--- src/hdl/pqu_pkg.sv ---
// Package for the pending request queue: sizes, field widths, command and status codes,
// the stored entry type and the sequencer states.
// No dependencies; used by pending_request_queue_unit.
package pqu_pkg;

   // Queue depth and the widths that follow from it.
   localparam int DEPTH  = 16;
   localparam int ADDR_W = $clog2(DEPTH);
   localparam int CNT_W  = $clog2(DEPTH + 1);

   // Field widths.
   localparam int CMD_W      = 2;
   localparam int STATUS_W   = 2;
   localparam int ID_W       = 31;
   localparam int HANDLE_W   = 16;
   localparam int OCC_W      = 5;
   localparam int ENTRY_W    = ID_W + HANDLE_W;
   localparam int REQ_DATA_W = 48;
   localparam int RSP_DATA_W = 104;
   localparam int RSP_USED_W = ID_W + HANDLE_W + 1 + ID_W + HANDLE_W + OCC_W;

   // Command codes carried on req_tuser.
   localparam logic [CMD_W-1:0] CMD_ENQUEUE = 2'd0;
   localparam logic [CMD_W-1:0] CMD_DEQUEUE = 2'd1;
   localparam logic [CMD_W-1:0] CMD_TAKE    = 2'd2;

   // Status codes carried on rsp_tuser.
   localparam logic [STATUS_W-1:0] STATUS_OK    = 2'd0;
   localparam logic [STATUS_W-1:0] STATUS_EMPTY = 2'd1;
   localparam logic [STATUS_W-1:0] STATUS_FULL  = 2'd2;

   // One stored queue entry.
   typedef struct packed {
      logic [ID_W-1:0]     id;
      logic [HANDLE_W-1:0] handle;
   } entry_type;

   // Sequencer states.
   typedef enum logic [2:0] {
      ST_IDLE,
      ST_START,
      ST_SCAN,
      ST_SHIFT,
      ST_HEAD,
      ST_RESULT
   } state_type;

endpackage

--- src/hdl/pending_request_queue_unit.sv ---
// Pending request queue: ordered queue of requests with enqueue, dequeue and take-by-id.
// Depends on pqu_pkg and on pqu_ram for the entry store.
//
//  channel | direction | tdata (lowest bit up)                       | tuser
//  req     | in        | request_id[30:0], payload_handle[46:31]     | command[1:0]
//  rsp     | out       | out_id, out_handle, not_empty, head_id,     | status[1:0]
//          |           | head_handle, occupancy (bits 99:95)         |
//
// An enqueue writes its entry in ST_START, then ST_HEAD reads the head entry. Dequeue and
// take-by-id run a scan pass and, when an entry is removed, a shift pass over the entry
// RAM, one entry a cycle through its single read port.
// The block accepts one request at a time; a new request is taken while the previous
// result still waits on rsp, and that result must be taken before the next one is loaded.
// Reset clears the state, the occupancy and the valid flags; the entry RAM needs no clearing pass.
module pending_request_queue_unit
   import pqu_pkg::*;
(
   input  logic                  clock,
   input  logic                  reset,
   // Request channel.
   input  logic                  req_tvalid,
   output logic                  req_tready,
   input  logic [REQ_DATA_W-1:0] req_tdata,  // request_id[30:0], payload_handle[46:31]
   input  logic [CMD_W-1:0]      req_tuser,  // command[1:0]
   // Result channel.
   output logic                  rsp_tvalid,
   input  logic                  rsp_tready,
   output logic [RSP_DATA_W-1:0] rsp_tdata,  // out_id[30:0], out_handle[46:31],
                                             // not_empty[47], head_id[78:48],
                                             // head_handle[94:79], occupancy[99:95]
   output logic [STATUS_W-1:0]   rsp_tuser   // status[1:0]
);

   // Sequencer and queue state.
   state_type             state_ff, state_in;
   logic [CNT_W-1:0]      count_ff, count_in;
   logic [CMD_W-1:0]      cmd_ff, cmd_in;
   entry_type             req_entry_ff, req_entry_in;
   logic [CNT_W-1:0]      idx_ff, idx_in;
   logic                  rd_valid_ff, rd_valid_in;
   logic [ADDR_W-1:0]     rd_tag_ff, rd_tag_in;
   logic [STATUS_W-1:0]   status_ff, status_in;
   entry_type             out_entry_ff, out_entry_in;

   // Result register.
   logic                  rsp_tvalid_ff, rsp_tvalid_in;
   logic [STATUS_W-1:0]   rsp_tuser_ff, rsp_tuser_in;
   logic [RSP_DATA_W-1:0] rsp_tdata_ff, rsp_tdata_in;

   // Entry RAM ports.
   logic                  wr_en;
   logic [ADDR_W-1:0]     wr_addr;
   entry_type             wr_data;
   logic                  rd_en;
   logic [ADDR_W-1:0]     rd_addr;
   entry_type             rd_data;
   logic [ENTRY_W-1:0]    rd_word;

   // Helper terms.
   logic                  req_xfer;
   logic                  rsp_free;
   logic                  more_to_read;
   logic                  match;
   entry_type             head_entry;

   pqu_ram #(
      .WIDTH (ENTRY_W),
      .DEPTH (DEPTH)
   ) u_entry_ram (
      .clock   (clock),
      .wr_en   (wr_en),
      .wr_addr (wr_addr),
      .wr_data (wr_data),
      .rd_en   (rd_en),
      .rd_addr (rd_addr),
      .rd_data (rd_word)
   );

   assign rd_data = rd_word;

   assign req_tready   = (state_ff == ST_IDLE);
   assign req_xfer     = req_tvalid && req_tready;
   assign rsp_free     = !rsp_tvalid_ff || rsp_tready;
   assign more_to_read = (idx_ff < count_ff);
   assign match        = rd_valid_ff && ((cmd_ff == CMD_DEQUEUE) || (rd_data.id == req_entry_ff.id));
   assign head_entry   = (count_ff != '0) ? rd_data : '0;

   // Registers.
   always_ff @(posedge clock) begin
      if (reset) begin
         state_ff      <= ST_IDLE;
         count_ff      <= '0;
         rd_valid_ff   <= 1'b0;
         rsp_tvalid_ff <= 1'b0;
      end else begin
         state_ff      <= state_in;
         count_ff      <= count_in;
         rd_valid_ff   <= rd_valid_in;
         rsp_tvalid_ff <= rsp_tvalid_in;
      end
      cmd_ff       <= cmd_in;
      req_entry_ff <= req_entry_in;
      idx_ff       <= idx_in;
      rd_tag_ff    <= rd_tag_in;
      status_ff    <= status_in;
      out_entry_ff <= out_entry_in;
      rsp_tuser_ff <= rsp_tuser_in;
      rsp_tdata_ff <= rsp_tdata_in;
   end

   // Sequencer: next state, RAM controls and result loading.
   always_comb begin
      state_in      = state_ff;
      count_in      = count_ff;
      cmd_in        = cmd_ff;
      req_entry_in  = req_entry_ff;
      idx_in        = idx_ff;
      rd_valid_in   = 1'b0;
      rd_tag_in     = rd_tag_ff;
      status_in     = status_ff;
      out_entry_in  = out_entry_ff;
      rsp_tvalid_in = rsp_tvalid_ff && !rsp_tready;
      rsp_tuser_in  = rsp_tuser_ff;
      rsp_tdata_in  = rsp_tdata_ff;
      wr_en         = 1'b0;
      wr_addr       = rd_tag_ff - ADDR_W'(1);
      wr_data       = rd_data;
      rd_en         = 1'b0;
      rd_addr       = idx_ff[ADDR_W-1:0];

      // Reads for the scan and shift passes go out one address a cycle.
      if ((state_ff == ST_SCAN || state_ff == ST_SHIFT) && more_to_read) begin
         rd_en       = 1'b1;
         rd_valid_in = 1'b1;
         rd_tag_in   = idx_ff[ADDR_W-1:0];
         idx_in      = idx_ff + CNT_W'(1);
      end

      unique case (state_ff)
         ST_IDLE: begin
            if (req_xfer) begin
               cmd_in              = req_tuser;
               req_entry_in.id     = req_tdata[ID_W-1:0];
               req_entry_in.handle = req_tdata[ID_W+HANDLE_W-1:ID_W];
               state_in            = ST_START;
            end
         end
         ST_START: begin
            status_in    = STATUS_EMPTY;
            out_entry_in = '0;
            idx_in       = '0;
            case (cmd_ff)
               CMD_ENQUEUE: begin
                  if (count_ff >= CNT_W'(DEPTH)) begin
                     status_in = STATUS_FULL;
                  end else begin
                     wr_en     = 1'b1;
                     wr_addr   = count_ff[ADDR_W-1:0];
                     wr_data   = req_entry_ff;
                     count_in  = count_ff + CNT_W'(1);
                     status_in = STATUS_OK;
                  end
                  state_in = ST_HEAD;
               end
               CMD_DEQUEUE, CMD_TAKE: begin
                  state_in = ST_SCAN;
               end
               default: begin
                  state_in = ST_HEAD;
               end
            endcase
         end
         ST_SCAN: begin
            // Compare the entry read last cycle; dequeue takes the first entry.
            if (match) begin
               out_entry_in = rd_data;
               status_in    = STATUS_OK;
               state_in     = ST_SHIFT;
            end else if (!more_to_read) begin
               state_in = ST_HEAD;
            end
         end
         ST_SHIFT: begin
            // Move each later entry down by one slot to close the gap.
            if (rd_valid_ff) begin
               wr_en = 1'b1;
            end
            if (!more_to_read) begin
               count_in = count_ff - CNT_W'(1);
               state_in = ST_HEAD;
            end
         end
         ST_HEAD: begin
            rd_en    = 1'b1;
            rd_addr  = '0;
            state_in = ST_RESULT;
         end
         ST_RESULT: begin
            if (rsp_free) begin
               rsp_tvalid_in = 1'b1;
               rsp_tuser_in  = status_ff;
               rsp_tdata_in  = {{(RSP_DATA_W - RSP_USED_W){1'b0}},
                                OCC_W'(count_ff),
                                head_entry.handle,
                                head_entry.id,
                                (count_ff != '0),
                                out_entry_ff.handle,
                                out_entry_ff.id};
               state_in      = ST_IDLE;
            end
         end
         default: begin
            state_in = ST_IDLE;
         end
      endcase
   end

   assign rsp_tvalid = rsp_tvalid_ff;
   assign rsp_tuser  = rsp_tuser_ff;
   assign rsp_tdata  = rsp_tdata_ff;

`ifndef SYNTHESIS
   // The queue never holds more than DEPTH entries.
   a_count_bound: assert property (@(posedge clock) disable iff (reset)
      count_ff <= CNT_W'(DEPTH))
      else $error("queue occupancy above depth");

   // Shift writes only land inside the occupied part of the queue.
   a_shift_write: assert property (@(posedge clock) disable iff (reset)
      (state_ff == ST_SHIFT && wr_en) |-> (CNT_W'(wr_addr) < count_ff))
      else $error("shift write outside the occupied entries");

   // Occupancy changes only when an enqueue starts or a removal finishes.
   a_count_change: assert property (@(posedge clock) disable iff (reset)
      (!$past(reset) && count_ff != $past(count_ff)) |->
      ($past(state_ff) == ST_START || $past(state_ff) == ST_SHIFT))
      else $error("occupancy changed outside enqueue or removal");

   // A new result is only loaded at the end of the sequence.
   a_result_load: assert property (@(posedge clock) disable iff (reset)
      (!$past(reset) && $rose(rsp_tvalid_ff)) |-> ($past(state_ff) == ST_RESULT))
      else $error("result loaded outside the result state");
`endif

endmodule

--- src/hdl/pqu_ram.sv ---
// Generic simple dual-port RAM: one write port and one read port with registered read data.
// No dependencies; used by pending_request_queue_unit for the entry store.
module pqu_ram #(
   parameter int WIDTH = 8,
   parameter int DEPTH = 16
) (
   input  logic                     clock,
   input  logic                     wr_en,
   input  logic [$clog2(DEPTH)-1:0] wr_addr,
   input  logic [WIDTH-1:0]         wr_data,
   input  logic                     rd_en,
   input  logic [$clog2(DEPTH)-1:0] rd_addr,
   output logic [WIDTH-1:0]         rd_data
);

   logic [WIDTH-1:0] mem_ff [DEPTH];

   // Write port.
   always_ff @(posedge clock) begin
      if (wr_en) begin
         mem_ff[wr_addr] <= wr_data;
      end
   end

   // Registered read port; the data holds while no read is issued.
   always_ff @(posedge clock) begin
      if (rd_en) begin
         rd_data <= mem_ff[rd_addr];
      end
   end

endmodule

--- config.mk ---
export PLATFORM = sky130hd
export DESIGN_NAME = pending_request_queue_unit
export DESIGN_NICKNAME = d
export VERILOG_FILES = /design/src/hdl/pqu_pkg.sv /design/src/hdl/pending_request_queue_unit.sv /design/src/hdl/pqu_ram.sv
export SDC_FILE = /design/constraint.sdc
export NUM_CORES = 1
export LEC_CHECK = 0
export ABC_AREA = 1
export BUFFER_PORTS_ARGS = -buffer_cell sky130_fd_sc_hd__buf_2
export CAP_MARGIN = 20
export CORE_MARGIN = 1.5
export CORE_UTILIZATION = 61
export DETAILED_ROUTE_END_ITERATION = 10
export GPL_ROUTABILITY_DRIVEN = 1
export PLACE_DENSITY = 0.82
export SLEW_MARGIN = 20
export SYNTH_ARGS = -nofsm -noshare
export SYNTH_HDL_FRONTEND = slang
export SYNTH_SLANG_ARGS = --single-unit
--- constraint.sdc ---
create_clock -name clock -period 8.8 [get_ports clock]
set_clock_uncertainty 0.05 [all_clocks]
set_input_delay 1.32 -clock clock [delete_from_list [all_inputs] [get_ports clock]]
set_output_delay 1.32 -clock clock [all_outputs]
set_load 0.02 [all_outputs]
; After elaboration in Yosys (flattened, before gate mapping)
; Memories as Yosys holds them, arrays and structs flattened. A register that Yosys moved wholly into a read port is not among the register bits.
; Cells that the tools add are included.
[classes]
addsub = 4
order_cmp = 2
eq_ne = 14
mux = 33
reduce_logical = 20
[op_table]
columns = cell, n
row1 = 47-bit 2-to-1 mux, 4
row2 = 47-bit one-hot mux with 2 select lines, 1
row3 = 31-bit == test, 1
row4 = 3-bit one-hot mux with 6 select lines, 1
row5 = 4-bit 2-to-1 mux, 4
row6 = 3-bit 2-to-1 mux, 5
row7 = 5-bit 2-to-1 mux, 3
row8 = "5-bit by 1-bit adder with 5-bit output, second input constant", 2
row9 = 5-bit one-hot mux with 2 select lines, 1
row10 = 1-bit 2-to-1 mux, 9
row11 = "2-bit != test, second input constant", 4
row12 = 2-bit AND reduction, 4
row13 = "3-bit by 2-bit == test with 1-bit output, second input constant", 2
row14 = "3-bit == test, second input constant", 2
row15 = 2-bit 2-to-1 mux, 3
row16 = "5-bit greater-or-equal comparator, second input constant", 1
row17 = 5-bit < comparator, 1
row18 = 5-bit nonzero test, 1
row19 = "5-bit by 1-bit subtractor with 5-bit output, second input constant", 1
row20 = 1-bit logical AND, 4
row21 = "2-bit by 1-bit != test with 1-bit output, second input constant", 2
row22 = 2-bit one-hot mux with 2 select lines, 1
row23 = 4-bit AND reduction, 1
row24 = 2-bit nonzero test, 2
row25 = 10 further kinds, 13
[totals]
regBits = 219
mem_bits_rw = 752
input_bits = 54
output_inout_bits = 108
elab_cells = 89
memories = 1
[memory_table]
columns = memory, words, width, read_ports, rd_clocked_by_memory_dff, wr, line
row1 = u_entry_ram.mem_ff, 16, 47, 1, 1, 1, pqu_ram.sv:16  ; logic [WIDTH-1:0] mem_ff [DEPTH];

; Logic depth before layout (Yosys ltp)
[logic_depth]
word_depth = 6
depth_mapped = 14
depth_no_buf = 14

; By module
; A second synthesis with hierarchy kept.
[hier_totals]
hier_cells = 3858
area_unflattened_um2 = 42718.5
[by_module_without_submodules]
columns = module, n_inst, cells_per_inst, area_per_inst_um2, seq_area_each_um2
row1 = pqu_ram, 1, 3100, 33747.4, 23993.0
row2 = pending_request_queue_unit, 1, 758, 8971.1, 6426.2

; Least setup slack after synthesis
; OpenSTA, ideal clock, no wires.
[synth_timing]
path_kind = input-to-reg
start = in rsp_tready
end = reg rsp_tdata_ff[0] (netlist: rsp_tdata[0]), enable pin
setup_time_ns = 0.597
arrival_ns = 6.307
t_required_ns = 8.153
slack_ns = 1.846
cell_stages = 2
path_buffers = 0
cell_sequence = inv_1 a21oi_1
[synth_between]
elab_chain_len = 2
[synth_rtl]
columns = element, line
row1 = "start, declared", pending_request_queue_unit.sv:27  ; input logic rsp_tready,
row2 = 1-bit logical OR, pending_request_queue_unit.sv:83  ; assign rsp_free = !rsp_tvalid_ff || rsp_tready;
row3 = 2-bit AND reduction (no line), --
row4 = "end signal, assigned", pending_request_queue_unit.sv:108  ; rsp_tdata_ff <= rsp_tdata_in;
row5 = "end, declared", pending_request_queue_unit.sv:48  ; logic [RSP_DATA_W-1:0] rsp_tdata_ff, rsp_tdata_in;
; Every way passes these cells.
; A chain may end at the register's enable or synchronous reset.

; Final worst setup path
[layout_timing]
start = reg state_ff[0]
end = mem u_entry_ram.mem_ff[10][26] (netlist name), enable pin
[layout_between]
elab_chain_len = 4
elab_cells_between_ends = 6
classes_between = eq/ne (2) / mux (4)
[layout_rtl]
columns = element, line
row1 = "start, declared", pending_request_queue_unit.sv:35  ; state_type state_ff, state_in;
row2 = "start signal, assigned", pending_request_queue_unit.sv:96  ; state_ff <= state_in;
row3 = 3-bit by 2-bit == test with 1-bit output or 3-bit by 1-bit == test with 1-bit output (tied branches), pending_request_queue_unit.sv:139  ; unique case (state_ff)
row4 = 1-bit one-hot mux with 2 select lines, pending_request_queue_unit.sv:139
row5 = 1-bit 2-to-1 mux, pqu_ram.sv:20  ; if (wr_en) begin
row6 = 1-bit 2-to-1 mux (not written as such), pqu_ram.sv:21  ; mem_ff[wr_addr] <= wr_data;
row7 = "end, declared", pqu_ram.sv:16
; Several ways; a longest one is shown, not always the timed one.

==> summary.txt <==
Status
  • Status: complete, but fails checks
  • Failing checks: DRC

Placement
  • Routability cong.: roughly 0.8
  • Placed cells: a little under 4,000
  • Post-DP HPWL: 48,000 um
  • Pre-CTS setup slack: ~3.9 ns
  • Number of I/O port buffers: 156

Global route
  • Vias in the first global route: ~25,000
  • Global-route wire length before repair: 145,000 um
  • Tot GR Track Use: 29.1%
  • Largest net degree at the start of global routing: 111
  • GRT overflow: 0
  • Initial antenna violation count: 0

Synthesis
  • Synth Flop Type: edfxtp_1
  • Cell Area, Synth: ~40,000 um^2
  • Synth warn: 0
  • Mean area per synthesized cell: 13.4 um^2
  • EDFF count, synth: roughly 1,000
  • Share of the yosys chip area belonging to registers: between 70% and 80%
  • Mapped Cells: between 2,000 and 3,000
  • Async S/R FF share, synth: 0%
  • Post-synthesis register bit count: between 1,000 and 1,500
  • Yosys cell types: 42

Floorplan
  • Ports: around 160
  • Die Y: ~260 um
  • Die area: around 67,000 um^2
  • # rows: 93
  • Starting Density: roughly 62%
  • Die W: around 260 um
  • Area of the core region: 64,500 um^2

STA
  • Final setup TNS: 0 ns
  • Final setup fails: 0
  • Final worst path period need: 5.20 ns
  • Final WS setup: ~3.6 ns
  • Fmax: 192 MHz
  • Hold WS: between 0.3 and 0.4 ns
  • Worst Max-Slew Pin Slew: roughly 1.2 ns
  • Final Cycle Share: between 50% and 60%
  • Headroom to the max-slew limit: around 22%
  • RSZ-0062 raised after global routing: no
  • Fin. max-slew vios: 0
  • Final Hold Fails: 0

Routing
  • Routed Antenna Nets: 0
  • Post-route DRC: 1
  • Vias: roughly 26,000
  • DR vias/cell: about 6.3
  • WL per Instance: roughly 24 um
  • Final wirelength: slightly below 100,000 um
  • Drt first pass iters: 8
  • Drt initial violations: 3,732

Clock network
  • Clock tree buffer depth: 3
  • Num Clock Sinks: 1,018
  • Clk_lat worst skew: roughly 0.66 ns
  • Clock tree from TritonCTS: done
  • Clk pin slew, worst setup/hold paths: around 0.060 ns
  • # resized after CTS: 0
  • H-tree Lvls: 3
  • Buffer count from post-CTS setup fixing: 0
  • Hold_buf cts: 0
  • Number of CTS-inserted buffers: 98
  • Root Buffer: clkbuf_16

Critical path
  • Worst Path Required: between 9 and 10 ns
  • Worst setup SP type: register
  • Setup CP Type: register to register
  • Crit. End Element: register
  • Worst-path fanout max: 55
  • WP data arrival: between 5 and 6 ns

Finish
  • Syn-to-layout area delta: 12.6%
  • Final cell count without fillers: approximately 4,100
  • # fillers: ~4,000
  • Final core occ: between 60% and 70%
  • Diodes inserted: 0
  • Most common cell after layout, fill and taps aside: edfxtp_1
  • Layout cells sized above 1: around an eighth
  • Nets: 3,186
  • Commonest cells after routing, fill and taps aside: edfxtp_1 (1,003), nor2_1 (754), nand2_1 (210)

Power
  • Worst-case vdd ir drop: roughly 190 uV
  • Leakage power: 15.8 nW
  • Pwr dens: 287 nW/um^2

Run
  • MaxCap Viol Count: 0

Min path
  • HP Class: register to register
layout make-up:
type	instances	area, um^2	share of cell area [%]
flip-flops and latches	1018	30400	67.9
clock inverters	70	753	1.68
inverters	144	548	1.22
multi-input cells	1627	8180	18.2
well taps	855	1070	2.39
clock buffers	108	2510	5.60
repair buffers	231	1350	3.00
power breakdown:
group | internal (mW) | leakage (nW) | switching, mW | total (mW)
Clock | 2.47 | 1.58 | 1.78 | 4.25
Sequential | 5.92 | 9.23 | 0.159 | 6.08
Combinational | 0.637 | 5.03 | 1.91 | 2.55
Total | 9.03 | 15.8 | 3.85 | 12.9
synthesized netlist by cell type, types with 11 or more instances:
| master | number | share of area [%] |
|---|---|---|
| clkbuf_1 | 93 | 0.88 |
| ha_1 | 11 | 0.35 |
| o311ai_1 | 104 | 2.3 |
| nand3_1 | 79 | 0.99 |
| mux2i_1 | 24 | 0.60 |
| nor2_1 | 771 | 7.3 |
| inv_1 | 137 | 1.3 |
| buf_4 | 16 | 0.30 |
| xnor2_1 | 23 | 0.51 |
| edfxtp_1 | 1003 | 76 |
| o21ai_1 | 82 | 1.0 |
| o211ai_1 | 24 | 0.45 |
| dfxtp_1 | 15 | 0.75 |
| o311ai_0 | 60 | 1.3 |
| a21oi_1 | 16 | 0.20 |
| nand2_1 | 212 | 2.0 |
| o22ai_1 | 24 | 0.38 |
| buf_2 | 48 | 0.60 |
| o21ai_0 | 167 | 2.1 |
worst paths after layout:
kind	start	to	slack, ns	cells after the start
hold reg to reg	out_entry_ff[33]	rsp_tdata[17]	0.37	0
setup reg to reg	state_ff[0]	u_entry_ram.mem_ff[10][26]	3.60	11
hold / removal	out_entry_ff[33]	rsp_tdata[17]	0.37	0
setup / recovery	state_ff[0]	u_entry_ram.mem_ff[10][26]	3.60	11
layer usage:
layer / vias to the layer above / track usage (%) / share of wire (%)
met2: 1919 / 47.6 / 48
met1: 12400 / 38.5 / 35
met4: 0 / 13.0 / 4.1
met5: - / 0 / 0
met3: 322 / 5.19 / 12
li1: 11000 / - / -
metrics by stage:
step	instance area (um^2)	total power, mW
final	44800	12.9
after global routing	44800	13.3
after CTS	44800	12.8
after detailed placement	41500	8.62
after global placement	41500	8.48
after floorplan	39800	7.85
worst max-delay path: stages, from the launching register on:
cell and delay [ns]:
dfxtp_1 0.40, inv_1 0.12, nor3_4 0.26, inv_2 0.13
nor3_4 0.15, buf_4 0.52, buf_4 0.69, inv_2 0.16
o21ai_1 0.25, nand3_1 0.37, nor2_4 1.00, buf_4 0.66
cells by family after synthesis:
family,count (synthesis),synth area share (%)
AO/OA/AOI/OAI,480,7.82
XOR/XNOR,28,0.616
adder cells (fa/ha/maj),12,0.396
buffers and inverters,318,3.48
flip-flops,1018,76.4
multiplexers,24,0.604
other,1,0.00942
AND/OR/NAND/NOR,1079,10.6
registers in the layout, summed over array words and instances, names as in the netlist:
signal and flops:
cmd_ff 2, count_ff 5, idx_ff 5, out_entry_ff 47, rd_tag_ff 4, rd_valid_ff 1
req_entry_ff 47, rsp_tdata 100, rsp_tuser 2, rsp_tvalid 1, state_ff 3, status_ff 2
u_entry_ram.mem_ff 752, u_entry_ram.rd_data 47
(Power assumes the default switching activity.)
